--- config.mk ---
export PLATFORM = sky130hd
export DESIGN_NAME = literal_escape_decoder
export DESIGN_NICKNAME = d
export VERILOG_FILES = /design/src/sv/led_pkg.sv /design/src/sv/literal_escape_decoder.sv /design/src/sv/led_decode.sv /design/src/sv/led_out_queue.sv
export VERILOG_INCLUDE_DIRS = /design/src /design/src/sv
export SDC_FILE = /design/constraint.sdc
export NUM_CORES = 1
export LEC_CHECK = 0
export BUFFER_PORTS_ARGS = -buffer_cell sky130_fd_sc_hd__clkbuf_2
export CAP_MARGIN = 15
export CORE_MARGIN = 5
export CORE_UTILIZATION = 61
export CTS_BUF_LIST = sky130_fd_sc_hd__clkbuf_16
export CTS_CLUSTER_SIZE = 28
export DETAILED_ROUTE_END_ITERATION = 8
export PLACE_DENSITY = 0.79
export RECOVER_POWER = 100
export SLEW_MARGIN = 20
export SYNTH_ARGS = -nofsm -noshare
export SYNTH_HDL_FRONTEND = slang
export SYNTH_SLANG_ARGS = --single-unit
--- constraint.sdc ---
create_clock -name clk_i -period 5.7 [get_ports clk_i]
set_input_delay 0.57 -clock clk_i [delete_from_list [all_inputs] [get_ports clk_i]]
set_output_delay 0.57 -clock clk_i [all_outputs]
set_load 0.02 [all_outputs]
--- src/sv/literal_escape_decoder_defines.svh ---
// Assertion macros for the decoder's output queue module.
// Each macro expects clk_i and rst_ni to be visible where it is used.
`ifndef LITERAL_ESCAPE_DECODER_DEFINES_SVH
`define LITERAL_ESCAPE_DECODER_DEFINES_SVH

// The condition holds at every clock edge outside reset.
`define LED_ASSERT_ALWAYS(label, cond) \
  label: assert property (@(posedge clk_i) disable iff (!rst_ni) (cond)) \
    else $error("assertion failed");

// The antecedent implies the consequent in the same cycle.
`define LED_ASSERT_IMPL(label, ante, cons) \
  label: assert property (@(posedge clk_i) disable iff (!rst_ni) (ante) |-> (cons)) \
    else $error("assertion failed");

`endif

--- src/sv/led_pkg.sv ---
package led_pkg;

  // Output queue depth in entries, each holding one input byte's results.
  localparam int unsigned OUT_DEPTH = 2;

  localparam int unsigned VALUE_W = 18;
  localparam int unsigned CNT_W   = 3;

  // Character codes.
  localparam logic [7:0] CH_LF     = 8'h0A;
  localparam logic [7:0] CH_BSLASH = 8'h5C;
  localparam logic [7:0] CH_0      = 8'h30;
  localparam logic [7:0] CH_1      = 8'h31;
  localparam logic [7:0] CH_7      = 8'h37;
  localparam logic [7:0] CH_9      = 8'h39;
  localparam logic [7:0] CH_UA     = 8'h41;
  localparam logic [7:0] CH_UF     = 8'h46;
  localparam logic [7:0] CH_LA     = 8'h61;
  localparam logic [7:0] CH_LF_F   = 8'h66;
  localparam logic [7:0] CH_LX     = 8'h78;
  localparam logic [7:0] CH_UX     = 8'h58;
  localparam logic [7:0] CH_LB     = 8'h62;
  localparam logic [7:0] CH_LN     = 8'h6E;
  localparam logic [7:0] CH_LR     = 8'h72;
  localparam logic [7:0] CH_LT     = 8'h74;
  localparam logic [7:0] CTL_BS    = 8'h08;
  localparam logic [7:0] CTL_FF    = 8'h0C;
  localparam logic [7:0] CTL_CR    = 8'h0D;
  localparam logic [7:0] CTL_TAB   = 8'h09;

  // Digit limits of the numeric escapes.
  localparam logic [CNT_W-1:0] OCT_LIMIT = 3'd6;
  localparam logic [CNT_W-1:0] DEC_LIMIT = 3'd5;
  localparam logic [CNT_W-1:0] HEX_LIMIT = 3'd4;

  // Reset value of the quote character register.
  localparam logic [7:0] QUOTE_RESET = 8'h22;

  // Configuration register indexes.
  localparam logic CFG_ESCAPES_ENABLED = 1'b0;
  localparam logic CFG_QUOTE_CHAR      = 1'b1;

  typedef enum logic [2:0] {
    MODE_IDLE = 3'd0,
    MODE_ESC  = 3'd1,
    MODE_OCT  = 3'd2,
    MODE_DEC  = 3'd3,
    MODE_HEX  = 3'd4
  } mode_e;

  typedef enum logic [1:0] {
    RT_CHAR  = 2'd0,
    RT_END   = 2'd1,
    RT_ERROR = 2'd2
  } rtype_e;

  typedef struct packed {
    logic       escapes_enabled;
    logic [7:0] quote_char;
  } cfg_t;

  typedef struct packed {
    logic [VALUE_W-1:0] value;
    rtype_e             rtype;
    logic               last;
  } result_t;

  // All results caused by one input byte; r1 is used only when two is set.
  typedef struct packed {
    logic    two;
    result_t r0;
    result_t r1;
  } item_t;

  // Outcome of a byte handled outside an escape.
  typedef struct packed {
    logic    emit;
    logic    to_esc;
    result_t res;
  } idle_t;

  function automatic idle_t idle_byte(logic [7:0] ch, cfg_t cfg);
    idle_t r;
    r.emit      = 1'b1;
    r.to_esc    = 1'b0;
    r.res.last  = 1'b0;
    r.res.value = '0;
    r.res.rtype = RT_CHAR;
    if (ch == cfg.quote_char) begin
      r.res.rtype = RT_END;
    end else if (ch == CH_LF) begin
      r.res.rtype = RT_ERROR;
    end else if (ch == CH_BSLASH && cfg.escapes_enabled) begin
      r.emit   = 1'b0;
      r.to_esc = 1'b1;
    end else begin
      r.res.value = VALUE_W'(ch);
    end
    return r;
  endfunction

  // Maps the byte after a lone backslash to its character.
  function automatic logic [7:0] escape_char(logic [7:0] ch);
    logic [7:0] v;
    v = ch;
    if (ch == CH_LB)        v = CTL_BS;
    else if (ch == CH_LF_F) v = CTL_FF;
    else if (ch == CH_LN)   v = CH_LF;
    else if (ch == CH_LR)   v = CTL_CR;
    else if (ch == CH_LT)   v = CTL_TAB;
    return v;
  endfunction

endpackage

--- src/sv/literal_escape_decoder.sv ---
// Path: an accepted byte is held in the input register, decoded
// combinationally and written into the result queue, which drives the output.
// Throughput: one byte per cycle while the result queue has room; a byte that
// gives two results is one queue entry that leaves as two output words.
// Reset: rst_ni is asynchronous and active low; it clears the escape state,
// the queue and the input valid flag, and sets escapes on and the quote to '"'.
module literal_escape_decoder #(
  parameter int unsigned OutDepth = led_pkg::OUT_DEPTH
) (
  input  logic        clk_i,
  input  logic        rst_ni,
  input  logic        s_axis_tvalid,
  output logic        s_axis_tready,
  input  logic [7:0]  s_axis_tdata,   // [7:0] ch
  output logic        m_axis_tvalid,
  input  logic        m_axis_tready,
  output logic [23:0] m_axis_tdata,   // [17:0] value, [23:18] zero
  output logic [1:0]  m_axis_tuser,   // [1:0] result_type
  output logic        m_axis_tlast,
  input  logic        cfg_valid_i,
  output logic        cfg_ready_o,
  input  logic        cfg_index_i,
  input  logic [7:0]  cfg_data_i
);

  logic             in_valid_q;
  logic [7:0]       in_ch_q;
  logic             accept, fire, q_ready;
  logic [1:0]       nres;
  led_pkg::item_t   item;
  led_pkg::result_t res;
  led_pkg::cfg_t    cfg_q;

  // Input register: refills in the same cycle its byte is consumed.
  assign fire          = in_valid_q && q_ready;
  assign s_axis_tready = !in_valid_q || fire;
  assign accept        = s_axis_tvalid && s_axis_tready;

  always_ff @(posedge clk_i or negedge rst_ni) begin
    if (!rst_ni) begin
      in_valid_q <= 1'b0;
    end else if (accept) begin
      in_valid_q <= 1'b1;
    end else if (fire) begin
      in_valid_q <= 1'b0;
    end
  end

  always_ff @(posedge clk_i) begin
    if (accept) begin
      in_ch_q <= s_axis_tdata;
    end
  end

  // Configuration registers, always writable.
  assign cfg_ready_o = 1'b1;

  always_ff @(posedge clk_i or negedge rst_ni) begin
    if (!rst_ni) begin
      cfg_q.escapes_enabled <= 1'b1;
      cfg_q.quote_char      <= led_pkg::QUOTE_RESET;
    end else if (cfg_valid_i) begin
      unique case (cfg_index_i)
        led_pkg::CFG_ESCAPES_ENABLED: cfg_q.escapes_enabled <= cfg_data_i[0];
        led_pkg::CFG_QUOTE_CHAR:      cfg_q.quote_char      <= cfg_data_i;
      endcase
    end
  end

  led_decode u_decode (
    .clk_i  (clk_i),
    .rst_ni (rst_ni),
    .fire_i (fire),
    .ch_i   (in_ch_q),
    .cfg_i  (cfg_q),
    .nres_o (nres),
    .item_o (item)
  );

  led_out_queue #(
    .Depth (OutDepth)
  ) u_out_queue (
    .clk_i     (clk_i),
    .rst_ni    (rst_ni),
    .push_i    (fire && (nres != 2'd0)),
    .item_i    (item),
    .ready_o   (q_ready),
    .m_valid_o (m_axis_tvalid),
    .m_ready_i (m_axis_tready),
    .res_o     (res)
  );

  assign m_axis_tdata = {6'd0, res.value};
  assign m_axis_tuser = res.rtype;
  assign m_axis_tlast = res.last;

endmodule

--- src/sv/led_decode.sv ---
module led_decode (
  input  logic          clk_i,
  input  logic          rst_ni,
  input  logic          fire_i,
  input  logic [7:0]    ch_i,
  input  led_pkg::cfg_t cfg_i,
  output logic [1:0]    nres_o,
  output led_pkg::item_t item_o
);

  localparam int unsigned VW = led_pkg::VALUE_W;

  led_pkg::mode_e           mode_q, mode_d;
  logic [VW-1:0]            acc_q, acc_d;
  logic [led_pkg::CNT_W-1:0] cnt_q, cnt_d, cnt_inc, limit;
  logic                     dig_ok;
  logic [3:0]               dig;
  logic [VW-1:0]            acc_mul, acc_new;
  led_pkg::idle_t           idl;
  led_pkg::result_t         r0, r1;
  logic [1:0]               nres;

  // Digit recognition for the current numeric mode.
  always_comb begin
    dig_ok = 1'b0;
    dig    = 4'd0;
    limit  = led_pkg::HEX_LIMIT;
    unique case (mode_q)
      led_pkg::MODE_OCT: begin
        limit  = led_pkg::OCT_LIMIT;
        dig_ok = (ch_i >= led_pkg::CH_0) && (ch_i <= led_pkg::CH_7);
        dig    = 4'(ch_i - led_pkg::CH_0);
      end
      led_pkg::MODE_DEC: begin
        limit  = led_pkg::DEC_LIMIT;
        dig_ok = (ch_i >= led_pkg::CH_0) && (ch_i <= led_pkg::CH_9);
        dig    = 4'(ch_i - led_pkg::CH_0);
      end
      default: begin
        if ((ch_i >= led_pkg::CH_0) && (ch_i <= led_pkg::CH_9)) begin
          dig_ok = 1'b1;
          dig    = 4'(ch_i - led_pkg::CH_0);
        end else if ((ch_i >= led_pkg::CH_UA) && (ch_i <= led_pkg::CH_UF)) begin
          dig_ok = 1'b1;
          dig    = 4'(ch_i - led_pkg::CH_UA + 8'd10);
        end else if ((ch_i >= led_pkg::CH_LA) && (ch_i <= led_pkg::CH_LF_F)) begin
          dig_ok = 1'b1;
          dig    = 4'(ch_i - led_pkg::CH_LA + 8'd10);
        end
      end
    endcase
  end

  // Radix scaling uses shifts and no multiplier; times ten is eight plus two.
  always_comb begin
    unique case (mode_q)
      led_pkg::MODE_OCT: acc_mul = {acc_q[VW-4:0], 3'b000};
      led_pkg::MODE_DEC: acc_mul = {acc_q[VW-4:0], 3'b000} + {acc_q[VW-2:0], 1'b0};
      default:           acc_mul = {acc_q[VW-5:0], 4'b0000};
    endcase
    acc_new = acc_mul + VW'(dig);
    cnt_inc = cnt_q + 3'd1;
  end

  assign idl = led_pkg::idle_byte(ch_i, cfg_i);

  // Next state and results for the byte in the input register.
  always_comb begin
    mode_d   = mode_q;
    acc_d    = acc_q;
    cnt_d    = cnt_q;
    nres     = 2'd0;
    r0       = '0;
    r1       = '0;
    r0.rtype = led_pkg::RT_CHAR;
    r1.rtype = led_pkg::RT_CHAR;
    unique case (mode_q)
      led_pkg::MODE_ESC: begin
        mode_d = led_pkg::MODE_IDLE;
        if (ch_i == led_pkg::CH_0) begin
          mode_d = led_pkg::MODE_OCT;
          acc_d  = '0;
          cnt_d  = 3'd1;
        end else if ((ch_i >= led_pkg::CH_1) && (ch_i <= led_pkg::CH_9)) begin
          mode_d = led_pkg::MODE_DEC;
          acc_d  = VW'(ch_i - led_pkg::CH_0);
          cnt_d  = 3'd1;
        end else if (ch_i == led_pkg::CH_LX || ch_i == led_pkg::CH_UX) begin
          mode_d = led_pkg::MODE_HEX;
          acc_d  = '0;
          cnt_d  = 3'd0;
        end else if (ch_i != led_pkg::CH_LF) begin
          // A backslash-newline is a continuation and gives nothing.
          nres     = 2'd1;
          r0.value = VW'(led_pkg::escape_char(ch_i));
        end
      end
      led_pkg::MODE_OCT, led_pkg::MODE_DEC, led_pkg::MODE_HEX: begin
        if (dig_ok) begin
          acc_d = acc_new;
          cnt_d = cnt_inc;
          if (cnt_inc >= limit) begin
            nres     = 2'd1;
            r0.value = acc_new;
            mode_d   = led_pkg::MODE_IDLE;
          end
        end else begin
          // The number ends, then the byte is handled on its own.
          r0.value = acc_q;
          mode_d   = idl.to_esc ? led_pkg::MODE_ESC : led_pkg::MODE_IDLE;
          if (idl.emit) begin
            nres = 2'd2;
            r1   = idl.res;
          end else begin
            nres = 2'd1;
          end
        end
      end
      default: begin
        mode_d = idl.to_esc ? led_pkg::MODE_ESC : led_pkg::MODE_IDLE;
        if (idl.emit) begin
          nres = 2'd1;
          r0   = idl.res;
        end
      end
    endcase
    r0.last = (nres == 2'd1);
    r1.last = 1'b1;
  end

  assign nres_o      = nres;
  assign item_o.two  = (nres == 2'd2);
  assign item_o.r0   = r0;
  assign item_o.r1   = r1;

  // Escape state advances only when the byte is consumed.
  always_ff @(posedge clk_i or negedge rst_ni) begin
    if (!rst_ni) begin
      mode_q <= led_pkg::MODE_IDLE;
      acc_q  <= '0;
      cnt_q  <= '0;
    end else if (fire_i) begin
      mode_q <= mode_d;
      acc_q  <= acc_d;
      cnt_q  <= cnt_d;
    end
  end

endmodule

--- src/sv/led_out_queue.sv ---
`include "literal_escape_decoder_defines.svh"

module led_out_queue #(
  parameter int unsigned Depth = led_pkg::OUT_DEPTH
) (
  input  logic             clk_i,
  input  logic             rst_ni,
  input  logic             push_i,
  input  led_pkg::item_t   item_i,
  output logic             ready_o,
  output logic             m_valid_o,
  input  logic             m_ready_i,
  output led_pkg::result_t res_o
);

  localparam int unsigned PtrW = (Depth > 1) ? $clog2(Depth) : 1;
  localparam int unsigned CntW = $clog2(Depth + 1);
  localparam logic [PtrW-1:0] LastPtr = PtrW'(Depth - 1);
  localparam logic [CntW-1:0] Full    = CntW'(Depth);

  led_pkg::item_t  mem_q [Depth];
  led_pkg::item_t  head;
  logic [PtrW-1:0] wr_ptr_q, rd_ptr_q;
  logic [CntW-1:0] count_q, count_d;
  logic            sel_q, sel_d;
  logic            pop, take;

  assign head      = mem_q[rd_ptr_q];
  assign ready_o   = (count_q != Full);
  assign m_valid_o = (count_q != '0);
  assign res_o     = sel_q ? head.r1 : head.r0;

  // A word is taken per output handshake; the entry leaves on its last word.
  assign take = m_valid_o && m_ready_i;
  assign pop  = take && (sel_q || !head.two);

  always_comb begin
    sel_d = sel_q;
    if (take) begin
      sel_d = !pop;
    end
    count_d = count_q;
    if (push_i && !pop) begin
      count_d = count_q + 1'b1;
    end else if (!push_i && pop) begin
      count_d = count_q - 1'b1;
    end
  end

  // Entry storage.
  always_ff @(posedge clk_i) begin
    if (push_i) begin
      mem_q[wr_ptr_q] <= item_i;
    end
  end

  // Pointers, fill count and result select.
  always_ff @(posedge clk_i or negedge rst_ni) begin
    if (!rst_ni) begin
      wr_ptr_q <= '0;
      rd_ptr_q <= '0;
      count_q  <= '0;
      sel_q    <= 1'b0;
    end else begin
      if (push_i) begin
        wr_ptr_q <= (wr_ptr_q == LastPtr) ? '0 : wr_ptr_q + 1'b1;
      end
      if (pop) begin
        rd_ptr_q <= (rd_ptr_q == LastPtr) ? '0 : rd_ptr_q + 1'b1;
      end
      count_q <= count_d;
      sel_q   <= sel_d;
    end
  end

  `LED_ASSERT_ALWAYS(a_count_bound, count_q <= Full)
  `LED_ASSERT_IMPL(a_no_push_full, push_i, count_q != Full)
  `LED_ASSERT_IMPL(a_second_needs_two, sel_q, m_valid_o && head.two)
  `LED_ASSERT_IMPL(a_last_on_pop, take, res_o.last == pop)

endmodule
# Word-level counts from Yosys, hierarchy flattened
# Memory sizes are Yosys's and may differ from the RTL's.
# Cells that the tools add are included.
[classes]
add_sub_neg = 13
bitwise = 1
n_eq_ne = 22
n_reduce_logical = 32
n_mux = 67
n_lt_le_gt_ge = 9
[ops]
columns = ["op", "count"]
rows = [
  ["18-bit 2-to-1 mux", 9],
  ["18-bit case mux with 2 select lines", 3],
  ["21-bit 2-to-1 mux", 4],
  ["8-bit by 7-bit == test with 1-bit output (second input constant)", 8],
  ["8-bit 2-to-1 mux", 7],
  ["20-bit 2-to-1 mux", 2],
  ["3-bit 2-to-1 mux", 10],
  ["2-bit 2-to-1 mux", 10],
  ["18-bit adder", 1],
  ["18-bit by 4-bit adder with 18-bit output", 1],
  ["8-bit by 6-bit greater-or-equal comparator with 1-bit output (second input constant)", 2],
  ["8-bit by 7-bit greater-or-equal comparator with 1-bit output (second input constant)", 2],
  ["8-bit by 6-bit less-or-equal comparator with 1-bit output (second input constant)", 2],
  ["8-bit by 7-bit less-or-equal comparator with 1-bit output (second input constant)", 2],
  ["4-bit 2-to-1 mux", 4],
  ["1-bit logical AND", 13],
  ["1-bit 2-to-1 mux", 13],
  ["3-bit case mux with 2 select lines", 2],
  ["4-bit by 1-bit subtractor with 4-bit output (second input constant)", 3],
  ["2-bit nonzero test", 5],
  ["8-bit by 6-bit subtractor with 9-bit output (second input constant)", 1],
  ["4-bit adder (second input constant)", 2],
  ["8-bit by 4-bit == test with 1-bit output (second input constant)", 1],
  ["8-bit by 6-bit == test with 1-bit output (second input constant)", 1],
  ["other kinds (26)", 36],
]
[word_totals]
memories = 1
out_inout_bits = 30
ff_bits = 47
ram_bits = 84
[memory_table]
columns = ["name", "words", "width", "read_ports", "rd_ports_with_merged_regs", "write_ports", "line", "text"]
rows = [
  ["u_out_queue.mem_q", 2, 42, 1, 0, 1, "led_out_queue.sv:21", "led_pkg::item_t mem_q [Depth];"],
]

# Logic depth before layout (Yosys ltp)
[logic_depth]
depth_word = 14
mapped_depth = 19

# Cells and area by module
# A second synthesis with hierarchy kept.
[hier_totals]
cells_unflattened = 699
hier_area_um2 = 7837.5
[modules_own_cells]
columns = ["module", "n_inst", "seq_area_each_um2", "area_per_inst_um2", "cells_per_inst"]
rows = [
  ["led_decode", 1, 600.6, 3746.1, 519],
  ["led_out_queue", 1, 2707.6, 3390.8, 137],
  ["literal_escape_decoder", 1, 494.2, 700.7, 43],
]

# Worst setup path after synthesis
# OpenSTA, ideal clock, no wires.
[synth_path]
path_type = "register -> register"
from = "register in_ch_q[1]"
to = "memory u_out_queue.mem_q[0][0] in the netlist's numbering (enable)"
path_slack_ps = 1170
arrival_ps = 4105
required_ps = 5275
stages_incl_launch_ff = 14
setup_time_ps = 425
period_less_slack_ps = 4530
path_cell_list = "edfxtp_1 clkbuf_1 inv_1 ha_1 or4b_4 a21o_1 a21oi_2 o22a_4 nand2_4 nand2b_2 buf_6 o21ai_4 a311oi_4 nor2b_1"
[synth_via]
elab_chain_len = 12
[synth_lines]
columns = ["element", "line", "text"]
rows = [
  ["from (decl)", "literal_escape_decoder.sv:27", "logic [7:0] in_ch_q;"],
  ["from (signal assigned)", "literal_escape_decoder.sv:51", "in_ch_q <= s_axis_tdata;"],
  ["8-bit by 7-bit greater-or-equal comparator with 1-bit output (tied with other cells)", "led_decode.sv:46", "end else if ((ch_i >= led_pkg::CH_LA) && (ch_i <= led_pkg::CH_LF_F)) begin"],
  ["1-bit logical AND, on equally long branches", "led_decode.sv:46, led_pkg.sv:93", ""],
  ["1-bit 2-to-1 mux or 2-bit 2-to-1 mux (tied branches)", "led_decode.sv:46, led_pkg.sv:93", ""],
  ["1-bit 2-to-1 mux or 20-bit 2-to-1 mux (tied branches)", "led_decode.sv:43, led_pkg.sv:91", ""],
  ["1-bit 2-to-1 mux or 20-bit 2-to-1 mux (tied branches)", "led_decode.sv:40, led_pkg.sv:89", ""],
  ["1-bit case mux with 2 select lines or 2-bit 2-to-1 mux (tied branches)", "led_decode.sv:28, led_decode.sv:111", ""],
  ["2-bit 2-to-1 mux", "led_decode.sv:99", "if (dig_ok) begin"],
  ["2-bit case mux with 2 select lines *", "led_decode.sv:77", "unique case (mode_q)"],
  ["2-bit nonzero test *", "literal_escape_decoder.sv:85", ".push_i (fire && (nres != 2'd0)),"],
  ["1-bit logical AND *", "literal_escape_decoder.sv:85", ""],
  ["via u_out_queue.push_i", "led_out_queue.sv:8", "input logic push_i,"],
  ["1-bit 2-to-1 mux *", "led_out_queue.sv:52", "if (push_i) begin"],
  ["1-bit 2-to-1 mux (not written as such) *", "led_out_queue.sv:53", "mem_q[wr_ptr_q] <= item_i;"],
  ["to (decl)", "led_out_queue.sv:21", ""],
]
# The timed path passes the listed nets; every way through them passes the cells marked *.

==> results.py <==
metrics = {
    "synthesis": {
        "ys_seq_area_frac": 0.4435,
        "ys_warn_count": 0,
        "async_flop_share": 0.3514,
        "syn_avg_cell_area_um2": 10.50,
        "synth_cells": 675,
        "ys_ff_latch": 111,
        "synth_top_area_cell": "edfxtp_1",
        "synth_cell_type_count": 91,
        "ys.flop_type": "edfxtp_1",
        "netlist_area_mm2": 0.007084,
        "synth_edf_count": 72,
        "yosys-top-cells-area": "edfxtp_1, dfrtp_1, ha_1",
        "yosysTopAreaCellShare": 0.3052,
    },
    "route": {
        "viasPerCell": 6.433,
        "wire_per_inst_um": 19.83,
        "wirelength_mm": 16.94,
        "drc": 0,
        "dr.pass1.iters": 5,
        "drtIter0Drc": 632,
        "via_count": 5494,
        "ant_nets": 0,
    },
    "placed_design": {
        "portBuffers": 44,
        "hpwlAfterDp_mm": 12.40,
        "place.gp.congestion": 0.8791,
        "dp.cells": 838,
        "place_area_mm2": 0.007355,
        "place_ws_ns": 0.9992,
    },
    "worst_setup_path": {
        "cp_cell_sequence": "inv_1 -> ha_1 -> or4b_1 -> a21o_1 -> a21oi_1 -> o22a_1 -> nand2_4 -> o21a_1 -> ha_1 -> a21oi_1 -> or3_1 -> nor4b_1 -> nand2b_2 -> nand2b_1 -> xnor2_1 -> a211oi_1",
        "crit_path_max_incr_delay_ns": 0.64,
        "criticalPathCategory": "register to register",
        "cp_max_fo": 11,
        "critPathArrivalTime_ns": 5.18,
        "start_kind": "register",
        "crit_required_ns": 5.80,
        "cp-end-kind": "register",
        "cp_slowest_cell": "edfxtp_1",
    },
    "power": {
        "power_density_mw_per_mm2": 407.4,
        "totalPowerFinal_mw": 3.071,
        "p_leak_nw": 2.882,
        "peakVddDrop_uv": 365.4,
    },
    "finish": {
        "fin_nets": 761,
        "diodes": 0,
        "final_cell_mix": "edfxtp_1, nor2_1, nand2_1, o21ai_0, a21oi_1",
        "post-route-util": 0.6602,
        "final_common_cell": "edfxtp_1",
        "synthToLayoutAreaGrowth_pct": 6.411,
        "final_cells": 854,
        "final_area_mm2": 0.007538,
        "layout-drive-gt1-share": 0.1153,
    },
    "clock_tree": {
        "numCtsBuffers": 9,
        "cts.sink_count": 111,
        "cts_setup_buffers": 0,
        "ctsHoldBuffers": 0,
        "htreeDepth": 3,
        "clock_latency_ns": 0.36,
        "cts.clk_slew.worst_paths_ns": 0.08,
        "root_buffer": "clkbuf_16",
        "post_cts_resize_count": 0,
        "cts.path.max_buffers": 2,
        "cts_tree": "done",
    },
    "grt": {
        "grt_max_degree": 40,
        "groute.usage.overall": 0.2467,
        "grt_pass1_wl_mm": 27.86,
        "antenna_found_initial": 0,
        "overflow": 0,
        "grt_pass1_vias": 5394,
    },
    "worst_hold_path": {
        "hold_path.class": "input port to register",
    },
    "die": {
        "die-height_um": 117.8,
        "core_area_mm2": 0.01142,
        "row_count": 39,
        "initial_core_util": 0.6204,
        "die-area_mm2": 0.01387,
        "fp.dieW_um": 117.8,
        "io-pin-count": 52,
    },
    "timing": {
        "slew_headroom": -0.5541,
        "finalWorstSetupSlack_ns": 0.6262,
        "finalSetupViolCount": 0,
        "grt_setup_unrepaired": "false",
        "fin_skew_ns": 0.008174,
        "hold_viol": 0,
        "max_freq_ghz": 0.1971,
        "whs_ns": 0.3791,
        "slew_viol_final": 65,
        "layout_min_cycle_time_ns": 5.074,
        "setup_tns_ns": 0,
        "timing.final.crit_share": 0.8901,
        "tightest_slew_ns": 2.331,
    },
    "status": {
        "failed_checks": "capacitance limit, slew limit",
        "outcome": "finished with violations",
    },
    "run": {
        "drv_cap": 2,
    },
}
-- path summary, 6_finish.rpt --
check                                     start                  endpoint  slack [ns]  depth (start not counted)
setup / recovery                     in_ch_q[1]  u_out_queue.mem_q[0][34]        0.63                         16
hold / removal                  s_axis_tdata[0]                in_ch_q[0]        0.38                          1
setup reg to reg                     in_ch_q[1]  u_out_queue.mem_q[0][34]        0.63                         16
hold reg to reg            u_out_queue.wr_ptr_q      u_out_queue.wr_ptr_q        0.52                          1
max in group asynchronous                rst_ni        u_decode.acc_q[14]        3.46                          1
min in group asynchronous                rst_ni                  cfg_q[7]        0.90                          1
-- area by class of cell --
cell class	count	area (um^2)
Sequential cell	111	3142
Tap cell	143	178.9
Inverter	19	71.32
Timing Repair Buffer	52	239.0
Multi-Input combinational cell	513	3591
Fill cell	929	3880
Clock inverter	7	91.34
Clock buffer	9	225.2
-- metal layers --
layer | GRT usage | wire length, um | share of wire | vias to the layer above
met4 | 0.05735 | 183 | 0.011 | 0
met1 | 0.3539 | 7569 | 0.45 | 2690
met3 | 0.04661 | 1196 | 0.071 | 15
met5 | 0 | 0 | 0 | -
li1 | - | - | - | 2560
met2 | 0.3914 | 7986 | 0.47 | 229
-- power breakdown --
group	internal (mW)	leakage (nW)	switching, mW	total [mW]
sequential	1.11	1.18	0.135	1.25
combinational	0.422	1.55	0.743	1.16
clock	0.351	0.151	0.309	0.659
-- synth_stat cells, types with 3 or more instances --
cell	number
o211ai_1	3
a31oi_1	8
inv_1	18
mux2_2	11
and2_1	11
nand2b_1	6
a211oi_1	9
o221ai_1	3
nor2_1	68
nor3_1	23
o22ai_1	3
o21a_1	9
o21ai_1	5
nand3_1	8
mux2i_1	17
a21o_1	4
or3_1	5
edfxtp_1	72
dfstp_2	3
nand2_1	55
a22o_1	11
nor3b_1	4
xor2_1	21
clkbuf_1	12
buf_2	9
a21oi_1	36
buf_1	3
ha_1	31
nor2b_1	5
buf_6	3
mux4_2	10
nand3b_1	5
and3_1	6
o31ai_1	4
xnor2_1	17
buf_4	10
a22oi_1	3
a311oi_1	3
o21ai_0	36
dfrtp_1	36
-- registers in the layout, indices dropped and copies added (netlist names) --
name and count:
u_out_queue.wr_ptr_q 1, in_ch_q 8, u_out_queue.count_q 2, u_out_queue.mem_q 64, u_decode.cnt_q 3, in_valid_q 1, u_out_queue.rd_ptr_q 1, cfg_q 9
u_decode.mode_q 3, u_out_queue.sel_q 1, u_decode.acc_q 18
-- logic make-up (layout without fill, tap and decap cells) --
| kind of cell | count (synthesis) | in the layout | synth area share |
|---|---|---|---|
| adder cells (fa/ha/maj) | 33 | 33 | 0.06040 |
| other | 2 | 7 | 0.001060 |
| AO/OA/AOI/OAI | 174 | 174 | 0.1756 |
| buffers and inverters | 56 | 87 | 0.03974 |
| XOR/XNOR | 38 | 38 | 0.04698 |
| flip-flops | 111 | 111 | 0.4435 |
| multiplexers | 38 | 38 | 0.07330 |
| AND/OR/NAND/NOR | 223 | 223 | 0.1595 |
-- worst max-delay path: cells and delay by family, from the launching register on --
kind / cells / cell delay [ns]
XOR/XNOR: 1 / 0.14
AO/OA/AOI/OAI: 6 / 1.40
flip-flops: 1 / 0.64
AND/OR/NAND/NOR: 6 / 1.83
buffers and inverters: 1 / 0.19
adder cells (fa/ha/maj): 2 / 0.60
Power figures use the tool's default switching activity.
